===== config.mk =====
export PLATFORM = sky130hd
export DESIGN_NAME = arp_icmp_reply_frame_classifier_unit
export DESIGN_NICKNAME = d
export VERILOG_FILES = /design/src/sv/arpic_pkg.sv /design/src/sv/arp_icmp_reply_frame_classifier_unit.sv /design/src/sv/arpic_parse.sv /design/src/sv/arpic_out_buf.sv
export SDC_FILE = /design/constraint.sdc
export NUM_CORES = 1
export LEC_CHECK = 0
export ABC_CLOCK_PERIOD_IN_PS = 8600
export BUFFER_PORTS_ARGS = -buffer_cell sky130_fd_sc_hd__buf_2
export CAP_MARGIN = 20
export CELL_PAD_IN_SITES_DETAIL_PLACEMENT = 1
export CELL_PAD_IN_SITES_GLOBAL_PLACEMENT = 2
export CORE_ASPECT_RATIO = 0.75
export CORE_MARGIN = 3
export CORE_UTILIZATION = 40
export DETAILED_ROUTE_END_ITERATION = 12
export PLACE_DENSITY_LB_ADDON = 0.1
export SETUP_SLACK_MARGIN = 0.1
export SLEW_MARGIN = 30
export SYNTH_ARGS = -nofsm -noshare
export SYNTH_HDL_FRONTEND = slang
export SYNTH_SLANG_ARGS = --single-unit

===== constraint.sdc =====
create_clock -name clk -period 8.6 [get_ports clk]
set_clock_uncertainty 0.05 [all_clocks]
set_input_delay 0.86 -clock clk [delete_from_list [all_inputs] [get_ports clk]]
set_output_delay 0.86 -clock clk [all_outputs]
set_load 0.1 [all_outputs]

===== src/sv/arpic_pkg.sv =====
package arpic_pkg;

  localparam int MAX_FRAME_BYTES_DEF = 2048;

  // command codes on the input tuser
  localparam logic [1:0] CMD_BYTE      = 2'd0;
  localparam logic [1:0] CMD_CLR_COUNT = 2'd1;
  localparam logic [1:0] CMD_INV_CACHE = 2'd2;

  // verdict codes
  localparam logic [1:0] CLS_IGNORED   = 2'd0;
  localparam logic [1:0] CLS_ARP_REPLY = 2'd1;
  localparam logic [1:0] CLS_ECHO_REPLY = 2'd2;

  localparam logic [15:0] ETHER_ARP  = 16'h0806;
  localparam logic [15:0] ETHER_IPV4 = 16'h0800;
  localparam logic [15:0] ARP_OPCODE_REPLY = 16'd2;
  localparam logic [7:0]  IPV4_PROTO_ICMP = 8'd1;
  localparam logic [7:0]  ICMP_ECHO_REPLY_TYPE = 8'd0;

  localparam int MIN_IP_LEN  = 14 + 20 + 8;
  localparam int MIN_ARP_LEN = 14 + 28;

  // header byte offsets
  localparam int OFS_ETHER_HI = 12;
  localparam int OFS_ETHER_LO = 13;
  localparam int OFS_OP_HI    = 20;
  localparam int OFS_OP_LO    = 21;
  localparam int OFS_MAC_FIRST = 22;
  localparam int OFS_MAC_LAST  = 27;
  localparam int OFS_IP_PROTO  = 23;
  localparam int OFS_SRC_FIRST = 26;
  localparam int OFS_SRC_LAST  = 29;
  localparam int OFS_SPA_FIRST = 28;
  localparam int OFS_SPA_LAST  = 31;
  localparam int OFS_ICMP_TYPE = 34;

  localparam int OUT_TDATA_W = 104;

  typedef struct packed {
    logic [47:0] cached_mac;
    logic [31:0] cached_ip;
    logic        cache_hit;
    logic        cache_valid;
    logic [15:0] frames_seen;
    logic [1:0]  frame_class;
  } result_t;

endpackage


===== src/sv/arp_icmp_reply_frame_classifier_unit.sv =====
// channel  direction  tdata                          tuser        tlast
// in_      slave      frame_byte                     cmd          last_byte
// out_     master     frames_seen..cached_mac        frame_class  -
// cfg_     slave      target address (cfg_data)      -            -
//
// one beat accepted per cycle while in_tready is high; header capture and the
// verdict are settled in the cycle the beat is taken, and the verdict appears on
// out_ the next cycle when the output register is free
// a two-entry output register lets input beats keep flowing while one verdict waits
// in_tready drops only when both output entries are full
// rst_n is synchronous, active low; it clears the cache, counter and target
module arp_icmp_reply_frame_classifier_unit #(
  parameter int MAX_FRAME_BYTES = arpic_pkg::MAX_FRAME_BYTES_DEF
) (
  input  logic         clk,
  input  logic         rst_n,
  input  logic         in_tvalid,
  output logic         in_tready,
  input  logic [7:0]   in_tdata,   // [7:0] frame_byte
  input  logic [1:0]   in_tuser,   // [1:0] cmd
  input  logic         in_tlast,
  output logic         out_tvalid,
  input  logic         out_tready,
  // [15:0] frames_seen, [16] cache_valid, [17] cache_hit, [49:18] cached_ip,
  // [97:50] cached_mac, [103:98] zero
  output logic [arpic_pkg::OUT_TDATA_W-1:0] out_tdata,
  output logic [1:0]   out_tuser,  // [1:0] frame_class
  input  logic         cfg_valid,
  output logic         cfg_ready,
  input  logic [31:0]  cfg_data
);

  arpic_pkg::result_t res, res_q;
  logic               res_push;
  logic               acc;

  assign cfg_ready = 1'b1;
  assign acc       = in_tvalid && in_tready;

  arpic_parse #(
    .MAX_FRAME_BYTES(MAX_FRAME_BYTES)
  ) u_parse (
    .clk        (clk),
    .rst_n      (rst_n),
    .cfg_we     (cfg_valid),
    .cfg_data   (cfg_data),
    .acc        (acc),
    .cmd        (in_tuser),
    .frame_byte (in_tdata),
    .last_byte  (in_tlast),
    .res_push   (res_push),
    .res        (res)
  );

  arpic_out_buf u_out_buf (
    .clk       (clk),
    .rst_n     (rst_n),
    .push      (res_push),
    .push_data (res),
    .can_push  (in_tready),
    .out_valid (out_tvalid),
    .out_ready (out_tready),
    .out_data  (res_q)
  );

  assign out_tuser = res_q.frame_class;
  assign out_tdata = {6'd0, res_q.cached_mac, res_q.cached_ip, res_q.cache_hit,
                      res_q.cache_valid, res_q.frames_seen};

endmodule


===== src/sv/arpic_parse.sv =====
module arpic_parse #(
  parameter int MAX_FRAME_BYTES = arpic_pkg::MAX_FRAME_BYTES_DEF
) (
  input  logic               clk,
  input  logic               rst_n,
  input  logic               cfg_we,
  input  logic [31:0]        cfg_data,
  input  logic               acc,
  input  logic [1:0]         cmd,
  input  logic [7:0]         frame_byte,
  input  logic               last_byte,
  output logic               res_push,
  output arpic_pkg::result_t res
);

  localparam int PosW = $clog2(MAX_FRAME_BYTES);
  localparam logic [PosW-1:0] PosMax = PosW'(MAX_FRAME_BYTES - 1);

  logic [31:0]     tgt_ip_r;
  logic [PosW-1:0] pos_r, pos_nxt;
  logic [15:0]     kind_r, kind_nxt;
  logic [15:0]     op_r, op_nxt;
  logic [7:0]      proto_r, proto_nxt;
  logic [31:0]     src_r, src_nxt;
  logic [7:0]      icmp_r, icmp_nxt;
  logic [31:0]     spa_r, spa_nxt;
  logic [47:0]     sha_r, sha_nxt;
  logic [31:0]     cip_r, cip_nxt;
  logic [47:0]     cmac_r, cmac_nxt;
  logic            cval_r, cval_nxt;
  logic [15:0]     cnt_r, cnt_nxt;
  logic [1:0]      cls;
  logic            frame_end;

  function automatic logic at(input logic [PosW-1:0] p, input int ofs);
    return p == PosW'(ofs);
  endfunction

  function automatic logic span(input logic [PosW-1:0] p, input int lo, input int hi);
    return (p >= PosW'(lo)) && (p <= PosW'(hi));
  endfunction

  // header fields with the current byte folded in
  always_comb begin
    kind_nxt  = (at(pos_r, arpic_pkg::OFS_ETHER_HI) || at(pos_r, arpic_pkg::OFS_ETHER_LO)) ?
                {kind_r[7:0], frame_byte} : kind_r;
    op_nxt    = (at(pos_r, arpic_pkg::OFS_OP_HI) || at(pos_r, arpic_pkg::OFS_OP_LO)) ?
                {op_r[7:0], frame_byte} : op_r;
    sha_nxt   = span(pos_r, arpic_pkg::OFS_MAC_FIRST, arpic_pkg::OFS_MAC_LAST) ?
                {sha_r[39:0], frame_byte} : sha_r;
    proto_nxt = at(pos_r, arpic_pkg::OFS_IP_PROTO) ? frame_byte : proto_r;
    src_nxt   = span(pos_r, arpic_pkg::OFS_SRC_FIRST, arpic_pkg::OFS_SRC_LAST) ?
                {src_r[23:0], frame_byte} : src_r;
    spa_nxt   = span(pos_r, arpic_pkg::OFS_SPA_FIRST, arpic_pkg::OFS_SPA_LAST) ?
                {spa_r[23:0], frame_byte} : spa_r;
    icmp_nxt  = at(pos_r, arpic_pkg::OFS_ICMP_TYPE) ? frame_byte : icmp_r;
    pos_nxt   = (pos_r < PosMax) ? pos_r + PosW'(1) : pos_r;
  end

  assign frame_end = acc && (cmd == arpic_pkg::CMD_BYTE) && last_byte;

  // verdict and cache update at the last beat of a frame
  always_comb begin
    cls      = arpic_pkg::CLS_IGNORED;
    cip_nxt  = cip_r;
    cmac_nxt = cmac_r;
    cval_nxt = cval_r;
    cnt_nxt  = (cnt_r != 16'hFFFF) ? cnt_r + 16'd1 : cnt_r;
    if (kind_nxt == arpic_pkg::ETHER_ARP) begin
      if (pos_r >= PosW'(arpic_pkg::MIN_ARP_LEN - 1) &&
          op_nxt == arpic_pkg::ARP_OPCODE_REPLY) begin
        cip_nxt  = spa_nxt;
        cmac_nxt = sha_nxt;
        cval_nxt = 1'b1;
        cls      = arpic_pkg::CLS_ARP_REPLY;
      end
    end else if (kind_nxt == arpic_pkg::ETHER_IPV4) begin
      if (pos_r >= PosW'(arpic_pkg::MIN_IP_LEN - 1) &&
          proto_nxt == arpic_pkg::IPV4_PROTO_ICMP &&
          src_nxt == tgt_ip_r && icmp_nxt == arpic_pkg::ICMP_ECHO_REPLY_TYPE) begin
        cls = arpic_pkg::CLS_ECHO_REPLY;
      end
    end
  end

  assign res_push        = frame_end;
  assign res.frame_class = cls;
  assign res.frames_seen = cnt_nxt;
  assign res.cache_valid = cval_nxt;
  assign res.cache_hit   = cval_nxt && (cip_nxt == tgt_ip_r);
  assign res.cached_ip   = cip_nxt;
  assign res.cached_mac  = cmac_nxt;

  always_ff @(posedge clk) begin
    if (!rst_n) begin
      tgt_ip_r <= '0;
      pos_r   <= '0;
      kind_r  <= '0;
      op_r    <= '0;
      proto_r <= '0;
      src_r   <= '0;
      icmp_r  <= '0;
      spa_r   <= '0;
      sha_r   <= '0;
      cip_r   <= '0;
      cmac_r  <= '0;
      cval_r  <= 1'b0;
      cnt_r   <= '0;
    end else begin
      if (cfg_we) begin
        tgt_ip_r <= cfg_data;
      end
      if (acc) begin
        unique case (cmd)
          arpic_pkg::CMD_BYTE: begin
            if (last_byte) begin
              pos_r   <= '0;
              kind_r  <= '0;
              op_r    <= '0;
              proto_r <= '0;
              src_r   <= '0;
              icmp_r  <= '0;
              spa_r   <= '0;
              sha_r   <= '0;
              cip_r   <= cip_nxt;
              cmac_r  <= cmac_nxt;
              cval_r  <= cval_nxt;
              cnt_r   <= cnt_nxt;
            end else begin
              pos_r   <= pos_nxt;
              kind_r  <= kind_nxt;
              op_r    <= op_nxt;
              proto_r <= proto_nxt;
              src_r   <= src_nxt;
              icmp_r  <= icmp_nxt;
              spa_r   <= spa_nxt;
              sha_r   <= sha_nxt;
            end
          end
          arpic_pkg::CMD_CLR_COUNT: cnt_r <= '0;
          arpic_pkg::CMD_INV_CACHE: cval_r <= 1'b0;
          default: ;
        endcase
      end
    end
  end

endmodule


===== src/sv/arpic_out_buf.sv =====
module arpic_out_buf (
  input  logic               clk,
  input  logic               rst_n,
  input  logic               push,
  input  arpic_pkg::result_t push_data,
  output logic               can_push,
  output logic               out_valid,
  input  logic               out_ready,
  output arpic_pkg::result_t out_data
);

  arpic_pkg::result_t main_r, skid_r;
  logic               main_valid_r, skid_valid_r;
  logic               main_free;

  assign main_free = !main_valid_r || out_ready;
  assign can_push  = !skid_valid_r;
  assign out_valid = main_valid_r;
  assign out_data  = main_r;

  // control
  always_ff @(posedge clk) begin
    if (!rst_n) begin
      main_valid_r <= 1'b0;
      skid_valid_r <= 1'b0;
    end else if (main_free) begin
      main_valid_r <= skid_valid_r || push;
      skid_valid_r <= 1'b0;
    end else if (push) begin
      skid_valid_r <= 1'b1;
    end
  end

  // payload, no reset
  always_ff @(posedge clk) begin
    if (main_free) begin
      main_r <= skid_valid_r ? skid_r : push_data;
    end else if (push) begin
      skid_r <= push_data;
    end
  end

endmodule


# == Yosys cells after proc, flatten, opt, wreduce, memory -nomap -nowiden ==
# Index checks and enable logic that the tools add are counted.
# op_classes
n_addsub,2
div_mod_pow,0
reduce_logical,29
n_lt_le_gt_ge,8
eq_ne,16
mul,0
n_bitwise,2
mux,32
shift,0
# op_table
cell,count
$mux 32,6
$mux 48,4
$mux 100,1
$mux 16,6
$eq 32x32->1,2
$eq 11x5->1 const B,3
$ge 11x5->1 const B,3
$le 11x5->1 const B,3
$eq 16x12->1 const B,2
$mux 8,4
$pmux 16 s2,1
$eq 11x4->1 const B,2
$mux 11,2
$add 16x1->16 const B,1
$eq 16x2->1 const B,1
$ne 16x16->1 const B,1
$reduce_and 3->1,4
$add 11x1->11 const B,1
$eq 11x6->1 const B,1
$ge 11x6->1 const B,1
$logic_and 1x1->1,11
$lt 11x11->1 const B,1
$eq 8x1->1 const B,1
$logic_not 8->1,1
13 further kinds,26
# word_totals
latchBits,0
reg_bits,502
mem_count,0
romBits,0
inputBits,48
ramBits,0
elab_cells,116
output_inout_bits,109

# == Depth between registers and ports, before layout ==
# Gate-level depths: netlist of run 1.
# depth
word_depth,10
mapped_depth,15
depth_no_buf,12

# == Hierarchy ==
# Synthesis of run 1 repeated with hierarchy kept, for this count alone.
# hier_totals
hier_cells,2165
area_unflattened_um2,22316.4
# modules_own_cells
mod,instances,cells_per_inst,seq_area_each_um2,area_each_um2
arpic_parse,1,1835,6005.8,14930.6
arpic_out_buf,1,320,6045.8,7319.5
arp_icmp_reply_frame_classifier_unit,1,10,0.0,66.3

# == Worst setup path after synthesis of run 1 ==
# No wires, ideal clock.
# synth_timing
path_kind,reg-to-reg
startpoint,register u_out_buf.main_valid_r (netlist: u_out_buf.out_valid)
endpoint,register u_out_buf.skid_r[0] (netlist bit) (enable)
n_path_buf,0
t_arrival_ps,7089
path_stages_with_launch,4
synth_period_minus_slack_ps,7699
slack_ps,901
setup_time_ps,560
required_time_ps,7990
cell_sequence,dfxtp_1 -> nor2b_1 -> inv_1 -> nor2_1
# synth_via
elab_chain_len,4
# synth_lines
element,line,text
from (decl),arpic_out_buf.sv:13,"logic main_valid_r, skid_valid_r;"
from (signal assigned),arpic_out_buf.sv:27,main_valid_r <= skid_valid_r || push;
$logic_not 1->1,arpic_out_buf.sv:16,assign main_free = !main_valid_r || out_ready;
$logic_or 1x1->1,arpic_out_buf.sv:16,
via u_out_buf.main_free,arpic_out_buf.sv:14,logic main_free;
$not 1->1 (no line),--,
$reduce_and 2->1 (no line),--,
to (signal assigned),arpic_out_buf.sv:39,skid_r <= push_data;
to (decl),arpic_out_buf.sv:12,"arpic_pkg::result_t main_r, skid_r;"
# The timed path passes the listed nets, and every way through them passes these cells.
# A chain may end at the register's enable or synchronous reset.

==> summary.md, run 1 <==
| Metric | Value |
|---|---|
| #FFs+latches synth | `502` |
| CP required | `8.97 ns` |
| Synthesized instance count | `2212` |
| Crit path launch | `u_parse.pos_r[1]$_SDFFE_PN0P_` |
| Crit path DAT | `4.84 ns` |
| Critical Path Source Type | `register` |
| Sequential share of the synthesized area | `53.57%` |
| Final GP Congestion | `0.8813` |
| Fin crit share | `51.98%` |
| R2R Path Start | `u_parse.pos_r[1]$_SDFFE_PN0P_` |
| Crit-path max FO | `88` |
| Setup violators final | `0` |
| Vias | `16810` |
| Fin util | `46.63%` |
| Clock Root Buffer | `clkbuf_16` |
| Die H | `211.4 microns` |
| CP Class | `register to register` |
| Antenna violations before repair | `6` |
| Final WL | `67850 microns` |
| First-pass GRT wire length | `103200 microns` |
| Post-route cell area | `0.02565 sq mm` |
| # hold bufs at CTS | `0` |
| Syn Std Cell Area | `0.02250 sq mm` |
| # rows | `74` |
| Cell Area, Placed | `0.02382 sq mm` |
| Number of synthesized flops with an enable pin | `200` |
| Total track usage | `22.53%` |
| Most common cell after layout, fill and taps aside | `dfxtp_1` |
| Ys Warns | `0` |
| Worst rel slew slack | `35.79%` |
| H-tree levels | `2` |
| Nets | `2341` |
| RSZ-0062 raised after global routing | `no` |
| Vias/cell | `5.494` |
| Synth cell types | `66` |
| Clk_lat worst skew | `0.60 ns` |
| Synth Flop Type | `dfxtp_1` |
| CTS-repair resized insts | `0` |
| Max Transition Viols Final | `0` |
| Worst Max-Slew Pin Slew | `0.9632 ns` |
| Synthesized area per cell | `10.17 sq um` |
| Sum of negative setup slack | `0 ns` |
| Vias in the first global route | `16510` |
| Clk sink count | `502` |
| Leakage | `9.717 nW` |
| Largest net degree at the start of global routing | `154` |
| Total global routing overflow | `0` |
| Peak supply drop | `0.0001432 V` |
| Die width | `279.9 microns` |
| # Post-CTS Setup Buffers | `0` |
| DRT iter0 DRCs | `1217` |
| Clk buf depth | `3` |
| Port Buffers | `149` |
| CTS Buf Count | `52` |
| Min Clock Period, post-route | `4.470 ns` |
| Num ports | `157` |
| Min-delay src | `u_parse.cip_r[3]$_SDFFE_PN0P_` |
| DR pass1 iterations | `5` |
| Leading cell types in the layout, fill and taps excluded | `dfxtp_1 (301), nand2_1 (239), nor2b_1 (220), edfxtp_1 (200), a22oi_1 (170)` |
| Pwr Density | `199.4 mW/mm^2` |
| Area Growth Syn to Fin | `13.99%` |
| CTS tree | `yes` |
| Core footprint | `0.05500 sq mm` |
| Clock slew at reported path FFs | `0.06 ns` |
| Max-cap viol count | `0` |
| Synth async-reset ratio | `0%` |
| Share of cells above drive strength 1 | `13.89%` |
| Post-DRT Antenna Nets | `0` |
| Worst hold path class | `register to register` |
| DP HPWL | `46350 microns` |
| Final hold violation count | `0` |
| Hold Slack | `0.4227 ns` |
| Starting density of the core | `40.91%` |
| WL per Instance | `22.18 microns` |
| Detailed-route DRC error count | `0` |
| Critical path capture point type | `register` |
| Die area | `0.05916 sq mm` |
| Status | `finished clean` |
| Fmax | `223.7 MHz` |
[kinds of logic (layout without fill, tap and decap cells)]
kind of cell,Yosys count,in the layout,share of synthesized area [%]
compound gates,473,473,13.75
xor+xnor,82,82,3.192
fa+ha+maj,5,5,0.2781
buf+inv,245,360,4.349
flops,502,502,53.57
mux,183,183,8.403
other cells,2,12,0.03338
simple gates,720,720,16.42
[final timing paths]
check,endpoint,slack (ns),cells after the start
setup / recovery,u_out_buf.out_data[19]$_DFFE_PP_,4.13,12
hold / removal,u_parse.cip_r[3]$_SDFFE_PN0P_,0.42,2
setup reg to reg,u_out_buf.out_data[19]$_DFFE_PP_,4.13,12
hold reg to reg,u_parse.cip_r[3]$_SDFFE_PN0P_,0.42,2
[cell type report]
cell class,count,area [sq um]
tap,722,903.4
clock buffer,69,1456
multi-input combinational,1470,9570
clock inverter,29,341.6
timing repair buffer,173,969.7
inverter,89,336.6
sequential,502,12060
antenna,5,12.51
fill,6089,29350
[stage by stage]
step	power [mW]	worst slack, ns	instances
finish	5.113	4.130	3059
global route	5.290	3.802	3054
CTS	5.178	4.147	3054
detailed placement	2.783	4.068	2956
global placement	2.780	3.951	2954
floorplan	2.708	0.9013	2217
[synthesized netlist by cell type, drive strengths merged, types with 4 or more instances]
master	count	area [sq um]
a21o	7	52.55
clkbuf	121	454.2
o211ai	4	43.79
nor4	21	146.4
xor2	41	359.1
o41ai	5	58.81
o21ai	150	750.7
edfxtp	200	6006
or3	5	31.28
buf	35	190.2
o2111ai	5	50.04
nor2b	220	1376
mux2	44	499.2
a21boi	27	202.7
nand2	240	900.9
a221oi	4	35.03
ha	5	62.56
nand4	26	162.7
xnor2	41	359.1
dfxtp	302	6046
and2	63	394.1
nor3	20	110.1
mux2i	139	1391
nor2	98	367.9
a21oi	65	325.3
o22ai	6	37.54
inv	87	326.6
nand3	7	35.03
a22oi	170	1276
[sequential cells by signal, summed over array words and instances, names as in the netlist]
| register | count |
|---|---|
| u_parse.proto_r | 8 |
| u_parse.sha_r | 48 |
| u_parse.icmp_r | 8 |
| u_parse.pos_r | 11 |
| u_out_buf.skid_valid_r | 1 |
| u_out_buf.out_data | 100 |
| u_out_buf.out_valid | 1 |
| u_parse.cmac_r | 48 |
| u_parse.cip_r | 32 |
| u_out_buf.skid_r | 100 |
| u_parse.cnt_r | 16 |
| u_parse.kind_r | 16 |
| u_parse.cval_r | 1 |
| u_parse.spa_r | 32 |
| u_parse.op_r | 16 |
| u_parse.tgt_ip_r | 32 |
| u_parse.src_r | 32 |
[report_power, final]
group / internal, mW / switching, mW
clock network: 1.40 / 0.977
logic: 0.0632 / 0.163
registers: 2.47 / 0.0330
total: 3.94 / 1.17
[critical path: stages, from the launching register on]
cell and delay (ns):
dfxtp_1 0.56, inv_1 0.14, ha_1 0.27, o211a_1 0.25, nand4_1 0.20, nor4_4 0.09
o211ai_1 0.32, buf_4 0.36, buf_4 0.76, o21ai_0 0.43, xnor2_1 0.30, nand4_1 0.20
o41ai_2 0.30
[routing by layer]
metal  global-route usage [%]  wire length (microns)
met1                    35.04                  34780
met5                        0                     13
met2                    32.28                  28300
met4                    4.249                    850
met3                    4.609                   3901
Note: power is estimated with default switching activity, not from simulation.
==> run 2, diff against run 1 <==
--- a/config.mk
+++ b/config.mk
@@ -5,14 +5,14 @@
 export SDC_FILE = /design/constraint.sdc
 export NUM_CORES = 1
 export LEC_CHECK = 0
-export ABC_CLOCK_PERIOD_IN_PS = 8600
+export ABC_CLOCK_PERIOD_IN_PS = 3830
 export BUFFER_PORTS_ARGS = -buffer_cell sky130_fd_sc_hd__buf_2
 export CAP_MARGIN = 20
 export CELL_PAD_IN_SITES_DETAIL_PLACEMENT = 1
 export CELL_PAD_IN_SITES_GLOBAL_PLACEMENT = 2
 export CORE_ASPECT_RATIO = 0.75
 export CORE_MARGIN = 3
-export CORE_UTILIZATION = 40
+export CORE_UTILIZATION = 36
 export DETAILED_ROUTE_END_ITERATION = 12
 export PLACE_DENSITY_LB_ADDON = 0.1
 export SETUP_SLACK_MARGIN = 0.1
==> constraint.sdc (replaced) <==
create_clock -name clk -period 3.83 [get_ports clk]
set_clock_uncertainty 0.05 [all_clocks]
set_input_delay 0.383 -clock clk [delete_from_list [all_inputs] [get_ports clk]]
set_output_delay 0.383 -clock clk [all_outputs]
set_load 0.1 [all_outputs]
==> run 2 against run 1 <==
- register-to-register slack got worse by 3.8 ns
- final cell count increased by 4.5%
- final area increased by 2.7%
- critical path type unchanged
- global-route usage decreased by 1.7 points
- clock power increased by 120%
- critical path depth decreased by 1
- flip-flop and latch count unchanged
==> summary.md, run 2 (synthesis gave the netlist of run 1 again) <==
| Metric | Value |
|---|---|
| Status | `finished clean` |
| Total chip power | `11.45 mW (+120%)` |
| CTS Buf Count | `54 (+3.8%)` |
| Critical Path Most Common Cell | `nand4_1` |
| DP HPWL | `47650 microns (+2.8%)` |
| Clk buf depth | `3 (unchanged)` |
| Total track usage | `20.84% (-1.7 points)` |
| Final WL | `69960 microns (+3.1%)` |
| Detailed-route DRC error count | `0 (unchanged)` |
| Max incr delay on CP | `0.48 ns (-0.28 ns)` |
| Most common cell after layout, fill and taps aside | `dfxtp_1` |
| Worst Max-Slew Pin Slew | `0.9446 ns (-0.01865 ns)` |
| Sum of negative setup slack | `0 ns (unchanged)` |
| Finished Layout Cells | `3197 (+4.5%)` |
| Post-route cell area | `0.02633 sq mm (+2.7%)` |
| Sequential power share | `49.1% (about the same)` |
| RSZ-0062 raised after global routing | `no` |
| Share of cells above drive strength 1 | `14.98% (+1.1 points)` |
| Vias/cell | `5.279 (-3.9%)` |
| Die area | `0.06556 sq mm (+11%)` |
| Starting density of the core | `36.77% (-4.1 points)` |
| WP buf/inv | `2 (-1)` |
| Die H | `222.5 microns (+5.3%)` |
| Num ports | `157 (unchanged)` |
| Critical Path Source Type | `register` |
| Pwr Density | `435.1 mW/mm^2 (+120%)` |
| Critical path capture point type | `register` |
| CP top delay family | `compound AO/OA/AOI/OAI gates` |
| Final GP Congestion | `0.8716 (-1.1%)` |
| Clk_lat worst skew | `0.59 ns (about the same)` |
| Fin crit share | `90.17% (+38 points)` |
| Largest net degree at the start of global routing | `143 (-7.1%)` |
| Peak supply drop | `0.0002870 V (+100%)` |
| Slowest library cell on the worst path | `o41ai_1` |
| Final hold violation count | `0 (unchanged)` |
| Antenna violations before repair | `2 (-4)` |
| WL per Instance | `21.88 microns (-1.3%)` |
| CTS tree | `yes` |
| Crit path DAT | `3.81 ns (-1.03 ns)` |
| First-pass GRT wire length | `105800 microns (+2.5%)` |
| Dpl cells | `3069 (+3.8%)` |
| Psw | `2.643 mW (+130%)` |
| H-tree levels | `2 (unchanged)` |
| Max Transition Viols Final | `0 (unchanged)` |
| Leading cell types in the layout, fill and taps excluded | `dfxtp_1 (299), nand2_1 (239), nor2b_1 (213), edfxtp_1 (200), a22oi_1 (170)` |
| Post-DRT Antenna Nets | `0 (unchanged)` |
| Max-cap viol count | `0 (unchanged)` |
| Cells along the critical path | `buf_4, ha_1, nand4b_1, nand4_1, buf_12, mux2i_1, xor2_1, o2111ai_1, o41ai_1, nand4_1, o41ai_2` |
| Total global routing overflow | `0 (unchanged)` |
| Min Clock Period, post-route | `3.454 ns (-1.017 ns)` |
| CP Class | `register to register` |
| DRT iter0 DRCs | `1190 (-2.2%)` |
| Comb pwr share | `4.9% (+0.5 points)` |
| Clk sink count | `502 (unchanged)` |
| Crit-path max FO | `40 (-55%)` |
| Port Buffers | `149 (unchanged)` |
| Setup WS pre-CTS | `0.2137 ns (-3.854 ns)` |
| Die width | `294.7 microns (+5.3%)` |
| # rows | `78 (+5.4%)` |
| Setup violators final | `0 (unchanged)` |
| Nets | `2404 (+2.7%)` |
| Area Growth Syn to Fin | `17.02%` |
| Switch share | `23.07% (+0.13 points)` |
| Cell Area, Placed | `0.02428 sq mm (+1.9%)` |
| DR pass1 iterations | `5 (unchanged)` |
| Worst hold path class | `input pin to register` |
| Clock network fraction of total power | `46.0% (-0.6 points)` |
| Clock slew at reported path FFs | `0.06 ns (about the same)` |
| Leakage | `10.02 nW (+3.2%)` |
| Final WS setup | `0.3763 ns (-3.753 ns)` |
| Clock Root Buffer | `clkbuf_16` |
| Fmax | `289.5 MHz (+29%)` |
| Vias | `16880 (+0.42%)` |
| Core footprint | `0.06119 sq mm (+11%)` |
| P_int | `8.812 mW (+120%)` |
| Vias in the first global route | `16640 (+0.80%)` |
| Worst rel slew slack | `37.03% (+1.2 points)` |
| CP required | `4.19 ns (-4.78 ns)` |
## run 2: cell count changes in the layout (fill, tap and decap cells not counted), sizes merged
| cell | delta |
|---|---|
| bufinv | -2 |
| clkinvlp | -4 |
| dlygate4sd3 | +26 |
| buf | +36 |
| inv | -3 |
| diode | -4 |
| clkbuf | +11 |
## run 2: final cells by class
| type | instances | area, sq um |
|---|---|---|
| Antenna cell | 1 | 2.502 |
| Clock buffer | 81 | 1524 |
| Clock inverter | 20 | 236.5 |
| Fill cell | 6753 | 34860 |
| Inverter | 89 | 337.8 |
| Multi-Input combinational cell | 1470 | 9593 |
| Sequential cell | 502 | 12060 |
| Tap cell | 800 | 1001 |
| Timing Repair Buffer | 234 | 1572 |
## run 2: what timing repair did
| item | 4_1_cts | 5_1_grt |
|---|---|---|
| resized for setup | 0 | 3 |
| hold buffers | 26 | 0 |
| setup endpoints to repair | 0 | 2 |
| hold endpoints to repair | 26 | 0 |
| setup buffers | 0 | 0 |
## run 2: power by group through the flow
stage	clock (mW)	combinational [mW]	sequential (mW)
2_1_floorplan	0	0.267	5.81
3_3_place_gp	0	0.536	5.74
3_5_place_dp	0	0.540	5.74
4_1_cts	5.43	0.564	5.62
5_1_grt	5.65	0.595	5.62
6_report	5.27	0.564	5.62
## run 2: per-layer routing
| layer | GRT usage [%] | vias up | share of wire, % |
|---|---|---|---|
| li1 | - | 8038 | - |
| met1 | 33.34 | 8435 | 53 |
| met2 | 29.50 | 341 | 41 |
| met3 | 3.128 | 62 | 4.8 |
| met4 | 3.781 | 2 | 1.2 |
| met5 | 0 | - | 0.019 |
## run 2: path summary, 6_finish.rpt
kind                                                    start                                end  slack, ns  cells past startpoint
worst max register to register  u_parse.pos_r[1]$_SDFFE_PN0P_   u_out_buf.out_data[19]$_DFFE_PP_       0.38                     11
worst max-delay path            u_parse.pos_r[1]$_SDFFE_PN0P_   u_out_buf.out_data[19]$_DFFE_PP_       0.38                     11
worst min register to register  u_parse.cip_r[4]$_SDFFE_PN0P_      u_parse.cip_r[4]$_SDFFE_PN0P_       0.42                      2
worst min-delay path                             cfg_data[21]  u_parse.tgt_ip_r[21]$_SDFFE_PN0P_       0.03                      3
## run 2: per-stage QoR
step / util (%) / hold slack [ns]
CTS: 42.98 / 0.002235
global route: 43.02 / 0.01516
detailed placement: 39.68 / 0.4108
floorplan: - / 0.3900
finish: 43.02 / 0.02994
global placement: 39.66 / 0.4021
## run 2: worst register-to-register path: cells and delay by family (launching register included)
kind / cells / cell delay, ns
adders and majority gates: 1 / 0.26
AOI/OAI and AO/OA: 3 / 1.00
buffers and inverters: 2 / 0.46
xor gates and xnor gates: 1 / 0.18
muxes: 1 / 0.43
DFF: 1 / 0.32
and+or+nand+nor: 3 / 0.57
